[src/hw/rtl/fbfl_pkg.sv]
// shared types and constants of the fixed block free list allocator
package fbfl_pkg;

  // command codes
  localparam logic [1:0] CMD_ALLOC = 2'd0;
  localparam logic [1:0] CMD_FREE  = 2'd1;
  localparam logic [1:0] CMD_ADD   = 2'd2;

  // result status codes
  localparam logic [1:0] ST_OK      = 2'd0;
  localparam logic [1:0] ST_EMPTY   = 2'd1;
  localparam logic [1:0] ST_BAD_REQ = 2'd2;
  localparam logic [1:0] ST_FULL    = 2'd3;

  // configuration register indexes
  localparam logic REG_BLOCK_SIZE  = 1'b0;
  localparam logic REG_BLOCK_ALIGN = 1'b1;

  // floors that keep room for the 8-byte link
  localparam logic [15:0] MIN_BLOCK = 16'd8;
  localparam logic [3:0]  MIN_ALIGN = 4'd3;

  // saturation point of the added-blocks count
  localparam logic [8:0] ADDED_MAX = 9'h1FF;

  // controller to datapath commands
  typedef struct packed {
    logic load;        // word accepted, capture fields
    logic pop;         // pop the top of the stack
    logic push_in;     // push the incoming address
    logic carve_push;  // push the current carved block
    logic carve_end;   // carving finished
    logic out_load;    // move the result into the output register
  } fbfl_cmd_t;

  // datapath to controller status
  typedef struct packed {
    logic alloc_ok;    // allocate on the input would succeed
    logic full;        // stack full
    logic fit;         // current carved block lies inside the region
  } fbfl_stat_t;

endpackage

[src/hw/rtl/fbfl_ctrl.sv]
// control state machine of the fixed block free list allocator
module fbfl_ctrl
  import fbfl_pkg::*;
(
  input  logic       clk,
  input  logic       rst,
  input  logic       in_valid,
  input  logic [1:0] cmd,
  input  logic       out_stall,
  input  fbfl_stat_t st,
  output fbfl_cmd_t  c,
  output logic       in_stall,
  output logic       out_valid
);

  localparam logic [1:0] S_IDLE   = 2'd0;
  localparam logic [1:0] S_CARVE  = 2'd1;
  localparam logic [1:0] S_RESULT = 2'd2;

  logic [1:0] state;
  logic [1:0] state_next;
  logic       out_valid_next;
  logic       accept;
  logic       slot_free;

  assign accept    = in_valid && (state == S_IDLE);
  assign slot_free = !out_valid || !out_stall;
  assign in_stall  = (state != S_IDLE);

  always_comb begin
    c            = '0;
    c.load       = accept;
    c.pop        = accept && (cmd == CMD_ALLOC) && st.alloc_ok;
    c.push_in    = accept && (cmd == CMD_FREE) && !st.full;
    c.carve_push = (state == S_CARVE) && st.fit && !st.full;
    c.carve_end  = (state == S_CARVE) && (!st.fit || st.full);
    c.out_load   = (state == S_RESULT) && slot_free;
  end

  always_comb begin
    state_next = state;
    case (state)
      S_IDLE: begin
        if (accept) begin
          state_next = (cmd == CMD_ADD) ? S_CARVE : S_RESULT;
        end
      end
      S_CARVE: begin
        if (c.carve_end) begin
          state_next = S_RESULT;
        end
      end
      S_RESULT: begin
        if (c.out_load) begin
          state_next = S_IDLE;
        end
      end
      default: state_next = S_IDLE;
    endcase
  end

  always_comb begin
    if (c.out_load) begin
      out_valid_next = 1'b1;
    end else if (out_valid && !out_stall) begin
      out_valid_next = 1'b0;
    end else begin
      out_valid_next = out_valid;
    end
  end

  always_ff @(posedge clk) begin
    if (rst) begin
      state     <= S_IDLE;
      out_valid <= 1'b0;
    end else begin
      state     <= state_next;
      out_valid <= out_valid_next;
    end
  end

endmodule

[config.mk]
export PLATFORM = sky130hd
export DESIGN_NAME = fbfl_ctrl
export DESIGN_NICKNAME = d
export VERILOG_FILES = /design/src/hw/rtl/fbfl_pkg.sv /design/src/hw/rtl/fbfl_ctrl.sv
export SDC_FILE = /design/constraint.sdc
export NUM_CORES = 1
export LEC_CHECK = 0
export BUFFER_PORTS_ARGS = -buffer_cell sky130_fd_sc_hd__buf_2
export CAP_MARGIN = 20
export CORE_AREA = 2 2 39 41
export DETAILED_ROUTE_END_ITERATION = 6
export DIE_AREA = 0 0 41 43
export RECOVER_POWER = 50
export SLEW_MARGIN = 40
export SYNTH_ARGS = -nofsm -noshare
export SYNTH_HDL_FRONTEND = slang
export SYNTH_SLANG_ARGS = --single-unit
export TNS_END_PERCENT = 30
[constraint.sdc]
create_clock -name clk -period 2.8 [get_ports clk]
set_input_delay 0.42 -clock clk [delete_from_list [all_inputs] [get_ports clk]]
set_output_delay 0.42 -clock clk [all_outputs]
set_load 0.005 [all_outputs]
* Yosys cells after proc, flatten, opt, wreduce, memory -nomap -nowiden
Index checks and enable logic that the tools add are counted.
Word-level totals: flip-flop bits (word level) 3, bits of input ports 9, output and inout port bits 8, logic and storage cells 37
Cells by class: equal/unequal tests 7, muxes and demuxes 7, reductions and logical operators 21
Operator list (number):
- logical AND 1 bit | 10
- 2-to-1 mux 2 bit | 4
- != test 2 bit (second input constant) | 3
- one-hot mux 2 bit (3 select lines) | 1
- == test 2 x 1 -> 1 bit (second input constant) | 2
- == test 2 bit (second input constant) | 2
- zero test 1 bit | 4
- zero test 2 bit | 2
- nonzero test 2 bit | 2
- AND reduction 3 bit | 1
- logical OR 1 bit | 2
- 2-to-1 mux 1 bit | 2

* Logic depth before layout (Yosys ltp)
Gate-level depths: netlist (run 1).
depth after elaboration 5, mapped depth 3, gate-level depth less buffers 3

* Worst setup path after synthesis (run 1)
Ideal clock, no wire load.
kind input to output, from input in_valid, to output c[4] (netlist bit), arrival time 906 ps, data required time 2380 ps, slack 1474 ps, cell stages on the path 3, buffers on the path 0, cells stage by stage nor3b_2 -> nand2b_1 -> nor3b_1
RTL lines:
- start: declaration | line fbfl_ctrl.sv:7 | input logic in_valid,
- end: declaration | line fbfl_ctrl.sv:11 | output fbfl_cmd_t c,

==> summary.md, run 1 <==
| Metric | Value |
|---|---|
| Tmin final | `about 1.7 ns` |
| Post-Synthesis Cells | `25` |
| Die footprint | `1763 µm²` |
| Seq/Total Area, Yosys | `27.12%` |
| Port bufs | `16` |
| Peak supply drop | `between 80 and 90 µV` |
| DR DRC count | `0` |
| Global-route wire length before repair | `about 700 µm` |
| Share of post-route cells with drive strength above 1 | `51.16%` |
| Number of global-route vias before repair | `~210` |
| TritonCTS buffer count | `3` |
| Min-Delay Endpoint | `out_valid` |
| CTS resizes | `0` |
| H-tree levels | `1` |
| Non-Filler Instances | `59` |
| Met1 Wirelength | `175 µm` |
| Worst flop-to-flop path startpoint | `state[0]` |
| Detailed Route WL | `just under 500 µm` |
| Die W | `between 40 and 50 µm` |
| Post-Route Skew | `0.001855 ns` |
| Mean Syn Cell Area | `just under 9 µm²` |
| Deepest clock path buffer count | `2` |
| Slew @ Worst Pin | `about 0.24 ns` |
| Post-Syn Area | `approximately 220 µm²` |
| Worst Hold Class | `input port to flop` |
| Number of synthesized register bits | `3` |
| Synth unique cells | `16` |
| Clock latency on the worst-skew pair | `0.23 ns` |
| Vias | `roughly 240` |
| Final-report hold violation count | `0` |
| Crit Path Category | `flop to primary output` |
| Top sig layer | `met3` |
| Core area | `between 1000 and 1500 µm²` |
| Nets | `53` |
| Fin crit share | `61.73%` |
| Hold_ws | `about 0.4 ns` |
| I/O pins | `17` |
| FP Rows | `14` |
| Die Height | `~43 µm` |
| Initial core utilization | `around 16%` |
| Mapped Nets | `34` |
| Setup crit end kind | `primary output` |
| Num Clock Sinks | `3` |
| Met2 Wirelength | `between 200 and 300 µm` |
| Setup TNS | `0 ns` |
| GPL Wtd Cong | `0.5940` |
| Most frequent cells in the layout | `buf_2, a21oi_1, nor3b_1, clkbuf_4, dfxtp_1` |
| Max-Cap Viols | `0` |
| GRT overflow | `0` |
| DRT Pass-1 Iters | `2` |
| Drt wl/cell | `approximately 8.4 µm` |
| Root Driver | `clkbuf_4` |
| Pleak | `about 0.16 nW` |
| GRT Total Usage | `~6.3%` |
| Critical-path maximum fanout | `8` |
| Setup violators final | `0` |
| Most common cell after layout, fill and taps aside | `buf_2` |
| Antenna-violating nets left | `0` |
| Fill cells | `approximately 160` |
| Yosys warns | `0` |
| Post-layout util | `a little under a quarter` |
| Vias per cell | `4.017` |
| TritonCTS clock tree | `yes` |
| Largest net degree at the start of global routing | `9` |
| CTS Hold Bufs | `0` |
| Worst hold path cell count | `2` |
| HP Start | `rst` |
| CP arrival | `around 1.3 ns` |
| Power Density | `~450 nW/µm²` |
| Inst Count DP | `55` |
| Req. time, crit path | `2.38 ns` |
| Fmax | `between 500 and 600 MHz` |
| Iter 0 DRT Violations | `2` |
| Clk pin slew, worst setup/hold paths | `0.04 ns` |
| Status | `completed` |
| Synth-to-Final Area Change | `48.02%` |
| Rel. slew slack | `about 84%` |
| Hpwl dp | `426.4 µm` |
| R2R cell count | `2` |
| Fin. max-slew vios | `0` |
| Post-CTS setup buffers | `0` |
| Critical Path Source Type | `flop` |
| Met3 wire length | `47 µm` |
| Flop-to-flop setup slack | `between 1.5 and 2 ns` |
| Worst r2r dst | `state[0]` |
| Initial antenna violation count | `0` |
| Antenna cells | `0` |
| RSZ-0062 raised after global routing | `no` |
[cells in the mapped netlist]
master    n  share of area [%]
a21oi_1   3                6.8
dfxtp_1   3                 27
buf_4     2                6.8
nand2_1   2                3.4
nand2b_1  2                5.6
nor3b_1   2                6.8
nor3b_2   2                 11
a21boi_1  1                3.4
and3b_1   1                4.0
nand2b_4  1                6.2
nand3b_1  1                3.4
nor2_1    1                1.7
nor2b_1   1                2.8
o32ai_1   1                4.0
or2_2     1                2.8
or3b_1    1                4.0
[worst max-delay path by stage]
stage	start	end	depth (start not counted)
final	state[0]	c[4]	4
after global routing	state[0]	c[4]	4
after CTS	state[0]	c[4]	4
after detailed placement	in_valid	c[4]	5
after global placement	in_valid	c[4]	5
after floorplan	in_valid	c[4]	3
[area by class of cell]
class                           instances  area [µm²]  share of cell area [%]
Multi-Input combinational cell         20       141.4                   43.13
Tap cell                               16       20.02                   6.107
Clock buffer                            4       26.28                   8.015
Timing Repair Buffer                   16       80.08                   24.43
Sequential cell                         3       60.06                   18.32
[critical path: stages (launching register included)]
cell and delay, ns:
dfxtp_1 0.35, nor3b_1 0.27, nand2b_1 0.13, nor3b_1 0.19, buf_2 0.14
[state kept, by name (all words and copies together) (netlist names)]
name,cells
out_valid,1
state,2
[stage by stage]
| step | power, mW | setup slack (ns) | cell area, µm² |
|---|---|---|---|
| final | 0.1479 | 1.072 | 327.8 |
| after detailed placement | 0.07677 | 1.253 | 306.5 |
| after floorplan | 0.06535 | 1.474 | 221.5 |
| after global placement | 0.07647 | 1.276 | 306.5 |
| after CTS | 0.1516 | 1.120 | 332.8 |
| after global routing | 0.1599 | 0.9005 | 327.8 |
[cells by family after synthesis]
logic type / Yosys count / synth area share, %
simple gates: 15 / 51.98
compound gates: 5 / 14.12
flops: 3 / 27.12
buf+inv: 2 / 6.778
[metal layers]
metal	up-vias	global-route usage (%)
met3	0	6.283
met1	107	4.180
li1	123	-
met4	0	2.000
met2	7	10.94
met5	-	0
[power by group]
group	switching [mW]	internal (mW)	total (mW)	leakage (nW)
clock	0.0196	0.0532	0.0728	0.0150
sequential	0.00271	0.0454	0.0481	0.0246
combinational	0.0115	0.0155	0.0270	0.124
total	0.0338	0.114	0.148	0.163
Power figures use the tool's default switching activity.
==> run 2, diff against run 1 <==
==> constraint.sdc (replaced) <==
create_clock -name clk -period 1.4 [get_ports clk]
set_input_delay 0.21 -clock clk [delete_from_list [all_inputs] [get_ports clk]]
set_output_delay 0.21 -clock clk [all_outputs]
set_load 0.005 [all_outputs]
==> summary.md, run 2 (synthesis gave the netlist of run 1 again) <==
| Metric | Value |
|---|---|
| FP Rows | `14 (unchanged)` |
| Failing checks | `negative setup slack` |
| Num Clock Sinks | `3 (unchanged)` |
| Post-layout util | `26.31% (was 23.69%)` |
| Logic pwr share | `20.9% (was 18.3%)` |
| Worst flop-to-flop path startpoint | `state[0] (unchanged)` |
| Inst Count DP | `56 (was 55)` |
| Most common cell after layout, fill and taps aside | `buf_2 (unchanged)` |
| Crit Path Category | `flop to primary output (unchanged)` |
| Iter 0 DRT Violations | `4 (was 2)` |
| GRT overflow | `0 (unchanged)` |
| Port bufs | `16 (unchanged)` |
| Antenna-violating nets left | `0 (unchanged)` |
| Final Cell Area | `364.1 µm² (was 327.8 µm²)` |
| Critical Path Source Type | `flop (unchanged)` |
| Core area | `1384 µm² (unchanged)` |
| Status | `complete, but fails checks (was completed)` |
| Setup TNS | `-0.0006388 ns (was 0 ns)` |
| Post-route setup slack | `-0.0006388 ns (was 1.072 ns)` |
| Non-Filler Instances | `61 (was 59)` |
| Die footprint | `1763 µm² (unchanged)` |
| R2R cell count | `3 (was 2)` |
| Max-Cap Viols | `0 (unchanged)` |
| H-tree levels | `1 (unchanged)` |
| Sw Ratio | `24.63% (was 22.83%)` |
| DR DRC count | `0 (unchanged)` |
| GPL Wtd Cong | `0.6104 (was 0.5940)` |
| Synth-to-Final Area Change | `64.41% (was 48.02%)` |
| TritonCTS buffer count | `3 (unchanged)` |
| Post-Route Skew | `0.002028 ns (was 0.001855 ns)` |
| Flop-to-flop setup slack | `0.35 ns (was 1.86 ns)` |
| Deepest clock path buffer count | `2 (unchanged)` |
| Largest regs | `state x2, out_valid x1 (unchanged)` |
| GRT Total Usage | `6.928% (was 6.325%)` |
| Initial antenna violation count | `0 (unchanged)` |
| Initial core utilization | `16.00% (unchanged)` |
| Worst Hold Class | `input port to flop (unchanged)` |
| Share of post-route cells with drive strength above 1 | `62.22% (was 51.16%)` |
| Clock latency on the worst-skew pair | `0.23 ns (about the same)` |
| Number of global-route vias before repair | `208 (was 214)` |
| Internal | `0.2352 mW (was 0.1142 mW)` |
| Setup violators final | `1 (was 0)` |
| CTS Hold Bufs | `0 (unchanged)` |
| Critical-path maximum fanout | `2 (was 8)` |
| Drt wl/cell | `9.164 µm (was 8.373 µm)` |
| Pleak | `0.1803 nW (was 0.1633 nW)` |
| Final-report hold violation count | `0 (unchanged)` |
| Part of the power in registers | `30.4% (was 32.5%)` |
| Most frequent cells in the layout | `buf_2, a21oi_1, clkbuf_4 (was buf_2, a21oi_1, nor3b_1, clkbuf_4, dfxtp_1)` |
| Tmin final | `1.401 ns` |
| Clock group share of total power | `48.7% (was 49.2%)` |
| Root Driver | `clkbuf_4 (unchanged)` |
| Die W | `41 µm (unchanged)` |
| CP arrival | `1.19 ns (was 1.31 ns)` |
| Global-route wire length before repair | `759 µm (was 710 µm)` |
| Most flops, register | `state (unchanged)` |
| Req. time, crit path | `1.19 ns (was 2.38 ns)` |
| Detailed Route WL | `559 µm (was 494 µm)` |
| Vias | `250 (was 237)` |
| Die Height | `43 µm (unchanged)` |
| Clk pin slew, worst setup/hold paths | `0.04 ns (about the same)` |
| Power, Total | `0.3121 mW (was 0.1479 mW)` |
| Antenna cells | `0 (unchanged)` |
| Placed Area | `314.1 µm² (was 306.5 µm²)` |
| Slew @ Worst Pin | `0.1949 ns (was 0.2430 ns)` |
| Fmax | `approximately 710 MHz` |
| P_sw | `0.07687 mW (was 0.03378 mW)` |
| Vias per cell | `4.098 (was 4.017)` |
| Largest net degree at the start of global routing | `8 (was 9)` |
| Worst r2r dst | `state[0] (unchanged)` |
| I/O pins | `17 (unchanged)` |
| TritonCTS clock tree | `yes (unchanged)` |
| DRT Pass-1 Iters | `2 (unchanged)` |
| Hold_ws | `0.1784 ns (was 0.3926 ns)` |
| Nets | `55 (was 53)` |
| Rel. slew slack | `86.97% (was 83.76%)` |
| Setup crit start | `state[0] (unchanged)` |
| Fin crit share | `100.0%` |
| Setup crit end kind | `primary output (unchanged)` |
| Worst Setup EP | `c[4] (unchanged)` |
| Fin. max-slew vios | `0 (unchanged)` |
| Place WS | `0.2160 ns (was 1.253 ns)` |
| Largest register FFs | `2 (unchanged)` |
| Power Density | `857.2 nW/µm² (was 451.3 nW/µm²)` |
| Peak supply drop | `208.0 µV (was 80.61 µV)` |
| RSZ-0062 raised after global routing | `yes (was no)` |
[run 2: worst min path at each step]
stage	from	endpoint	slack (ns)	cells after the start
2_1_floorplan	rst	out_valid	0.28	1
3_3_place_gp	rst	out_valid	0.41	2
3_5_place_dp	rst	out_valid	0.42	2
4_1_cts	rst	out_valid	0.17	2
5_1_grt	rst	out_valid	0.18	2
6_report	rst	out_valid	0.18	2
[run 2: layout make-up]
class | instances | area, µm²
clock buffers | 4 | 26.28
well taps | 16 | 20.02
multi-input cells | 20 | 157.7
repair buffers | 18 | 95.09
flip-flops and latches | 3 | 65.06
fillers | 157 | 1020
[run 2: layer usage]
| metal | wire length [µm] | global-route usage [%] | share of wire, % | vias to the layer above |
|---|---|---|---|---|
| li1 | - | - | - | 128 |
| met1 | 192 | 7.074 | 34 | 113 |
| met2 | 307 | 9.063 | 55 | 7 |
| met3 | 43 | 4.712 | 7.7 | 2 |
| met4 | 15 | 6.000 | 2.7 | 0 |
| met5 | 0 | 0 | 0 | - |
[run 2: what timing repair did]
action / CTS / global route
pin swaps: 2 / 2
cloned: 0 / 0
gates resized for setup: 2 / 3
endpoints found under the setup margin: 1 / 2
setup buffers: 0 / 1
[run 2: power by group through the flow]
stage / Clock (mW) / Combinational (mW) / Sequential, mW
after floorplan: 0 / 0.0336 / 0.0971
after global placement: 0 / 0.0573 / 0.0972
after detailed placement: 0 / 0.0578 / 0.0974
after CTS: 0.157 / 0.0591 / 0.0965
after global routing: 0.166 / 0.0723 / 0.0953
final: 0.152 / 0.0651 / 0.0950
[run 2: critical path, cell delays in order, from the launching register on]
cell and delay (ns):
dfxtp_2 0.32, nor3b_4 0.18, nand2b_1 0.12, nor3b_2 0.20, buf_2 0.13
==> run 3, diff against run 2 <==
--- a/config.mk
+++ b/config.mk
@@ -5,7 +5,7 @@
 export SDC_FILE = /design/constraint.sdc
 export NUM_CORES = 1
 export LEC_CHECK = 0
-export BUFFER_PORTS_ARGS = -buffer_cell sky130_fd_sc_hd__buf_2
+export BUFFER_PORTS_ARGS = -buffer_cell sky130_fd_sc_hd__clkbuf_2
 export CAP_MARGIN = 20
 export CORE_AREA = 2 2 39 41
 export DETAILED_ROUTE_END_ITERATION = 6
==> summary.md, run 3 (synthesis gave the netlist of run 1 again) <==
| Metric | Value |
|---|---|
| Fin crit share | `100.1% (was 100.0%)` |
| Largest register FFs | `2 (unchanged)` |
| Logic pwr share | `25.9% (was 20.9%)` |
| Internal | `0.2521 mW (was 0.2352 mW)` |
| DRT Pass-1 Iters | `1 (was 2)` |
| P_sw | `0.08651 mW (was 0.07687 mW)` |
| RSZ-0062 raised after global routing | `yes (unchanged)` |
| Drt wl/cell | `9.969 µm (was 9.164 µm)` |
| Die footprint | `1763 µm² (unchanged)` |
| Slowest cell on crit path | `dfxtp_4 (was dfxtp_2)` |
| Setup crit end kind | `primary output (unchanged)` |
| Worst flop-to-flop path startpoint | `state[0] (unchanged)` |
| Setup TNS | `-0.001107 ns (was -0.0006388 ns)` |
| Most flops, register | `state (unchanged)` |
| Max-Cap Viols | `0 (unchanged)` |
| Iter 0 DRT Violations | `0 (was 4)` |
| TritonCTS buffer count | `3 (unchanged)` |
| CP max stage delay | `0.35 ns (was 0.32 ns)` |
| Most frequent cells in the layout | `clkbuf_2, clkbuf_4, buf_6, buf_4 (was buf_2, a21oi_1, clkbuf_4)` |
| Critical-path maximum fanout | `4 (was 2)` |
| Worst Hold Class | `input port to flop (unchanged)` |
| Power, Total | `0.3386 mW (was 0.3121 mW)` |
| HP Start | `rst (unchanged)` |
| R2R cell count | `3 (unchanged)` |
| Hpwl dp | `between 400 and 500 µm` |
| Tmin final | `1.401 ns (about the same)` |
| Top delay family on crit path | `simple AND/OR/NAND/NOR gates (unchanged)` |
| Clk pin slew, worst setup/hold paths | `0.04 ns (about the same)` |
| Antenna-violating nets left | `0 (unchanged)` |
| Setup violators final | `1 (unchanged)` |
| Vias per cell | `4.125 (was 4.098)` |
| Storage cell area | `65.06 µm² (unchanged)` |
| CP arrival | `1.19 ns (about the same)` |
| Worst r2r dst | `state[0] (unchanged)` |
| Synth-to-Final Area Change | `85.88% (was 64.41%)` |
| Pleak | `0.1983 nW (was 0.1803 nW)` |
| Die Height | `43 µm (unchanged)` |
| Final-report hold violation count | `0 (unchanged)` |
| H-tree levels | `1 (unchanged)` |
| Root Driver | `clkbuf_4 (unchanged)` |
| Antenna cells | `0 (unchanged)` |
| GRT overflow | `0 (unchanged)` |
| Part of the power in registers | `28.6% (was 30.4%)` |
| Deepest clock path buffer count | `2 (unchanged)` |
| GPL Wtd Cong | `0.6222 (was 0.6104)` |
| Most common cell after layout, fill and taps aside | `clkbuf_2 (was buf_2)` |
| Rel. slew slack | `86.39% (was 86.97%)` |
| Initial antenna violation count | `0 (unchanged)` |
| Min-Delay Endpoint | `out_valid (unchanged)` |
| Clock group share of total power | `45.5% (was 48.7%)` |
| Detailed Route WL | `638 µm (was 559 µm)` |
| Vias | `264 (was 250)` |
| Fill cells | `160 (was 157)` |
| Power Density | `822.6 nW/µm² (was 857.2 nW/µm²)` |
| Sw Ratio | `25.55% (was 24.63%)` |
| Worst Path Buf+Inv | `1 (unchanged)` |
| Status | `complete, but fails checks (unchanged)` |
| Nets | `58 (was 55)` |
| Area of the multi-input gates | `168.9 µm² (was 157.7 µm²)` |
| Share of post-route cells with drive strength above 1 | `68.75% (was 62.22%)` |
| Crit Path Category | `flop to primary output (unchanged)` |
| Post-route setup slack | `-0.001107 ns (was -0.0006388 ns)` |
| Core area | `1384 µm² (unchanged)` |
| GRT Total Usage | `8.425% (was 6.928%)` |
| Failing checks | `negative setup slack (unchanged)` |
| Number of global-route vias before repair | `248 (was 208)` |
| Clock latency on the worst-skew pair | `0.23 ns (about the same)` |
| Die W | `41 µm (unchanged)` |
| Fin. max-slew vios | `0 (unchanged)` |
| Largest net degree at the start of global routing | `8 (unchanged)` |
| Post-Route Skew | `0.0003558 ns (was 0.002028 ns)` |
| I/O pins | `17 (unchanged)` |
| Flop-to-flop setup slack | `0.37 ns (was 0.35 ns)` |
| Critical Path Source Type | `flop (unchanged)` |
| Port bufs | `16 (unchanged)` |
| Fmax | `713.7 MHz (was 714.0 MHz)` |
| Largest regs | `state x2, out_valid x1 (unchanged)` |
| Slew @ Worst Pin | `0.2035 ns (was 0.1949 ns)` |
| Hold_ws | `0.1729 ns (was 0.1784 ns)` |
| Peak supply drop | `419.4 µV (was 208.0 µV)` |
| DR DRC count | `0 (unchanged)` |
| Req. time, crit path | `1.19 ns (about the same)` |
| Worst-path cell chain | `nor3b_4 -> nand2b_1 -> nor3b_2 -> buf_2 (unchanged)` |
| TritonCTS clock tree | `yes (unchanged)` |
| Initial core utilization | `16.00% (unchanged)` |
| Num Clock Sinks | `3 (unchanged)` |
| Worst hold path cell count | `2 (unchanged)` |
| FP Rows | `14 (unchanged)` |
| Global-route wire length before repair | `945 µm (was 759 µm)` |
-- run 3: power groups by stage --
| stage | logic (mW) | clock network (mW) | registers (mW) |
|---|---|---|---|
| after floorplan | 0.0336 | 0 | 0.0971 |
| after global placement | 0.0582 | 0 | 0.0968 |
| after detailed placement | 0.0588 | 0 | 0.0971 |
| after CTS | 0.0702 | 0.163 | 0.0961 |
| after global routing | 0.0968 | 0.176 | 0.0972 |
| final | 0.0877 | 0.154 | 0.0967 |
-- run 3: stage by stage --
step | std cells | setup slack [ns] | util [%] | cell area (µm²)
after floorplan | 25 | 0.3271 | - | 221.5
after global placement | 56 | 0.2373 | 22.69 | 314.1
after detailed placement | 56 | 0.2080 | 22.69 | 314.1
after CTS | 63 | -0.01294 | 26.67 | 369.1
after global routing | 64 | -0.09776 | 29.75 | 411.6
final | 64 | -0.001107 | 29.75 | 411.6
-- run 3: worst max-delay path by stage --
stage,slack (ns),startpoint,endpoint,depth (start not counted)
2_1_floorplan,0.33,state[0],c[4],3
3_3_place_gp,0.24,state[1],c[4],4
3_5_place_dp,0.21,state[1],c[4],4
4_1_cts,-0.01,state[1],c[3],4
5_1_grt,-0.1,state[1],c[4],4
6_report,-0.001,state[1],c[4],4
-- run 3: cell type report --
class                      count  area share (%)
clock buffer                   4           6.383
sequential                     3           15.81
timing repair buffer          21           31.91
tap                           16           4.863
multi-input combinational     20           41.03
-- run 3: routing by layer --
metal / wire length (µm) / part of all wire (%) / track usage, % / up-vias
met5: 0 / 0 / 0 / -
met4: 0 / 0 / 0 / 0
met3: 63 / 9.9 / 9.424 / 0
met2: 351 / 55 / 12.19 / 8
met1: 223 / 35 / 8.654 / 124
li1: - / - / - / 132
-- run 3: repair_timing --
action	in CTS	in global routing
setup endpoints to repair	2	4
endpoints found under the hold margin	0	0
resized for setup	2	10
hold buffers	0	0
pin swaps	2	2
setup buffers	3	1
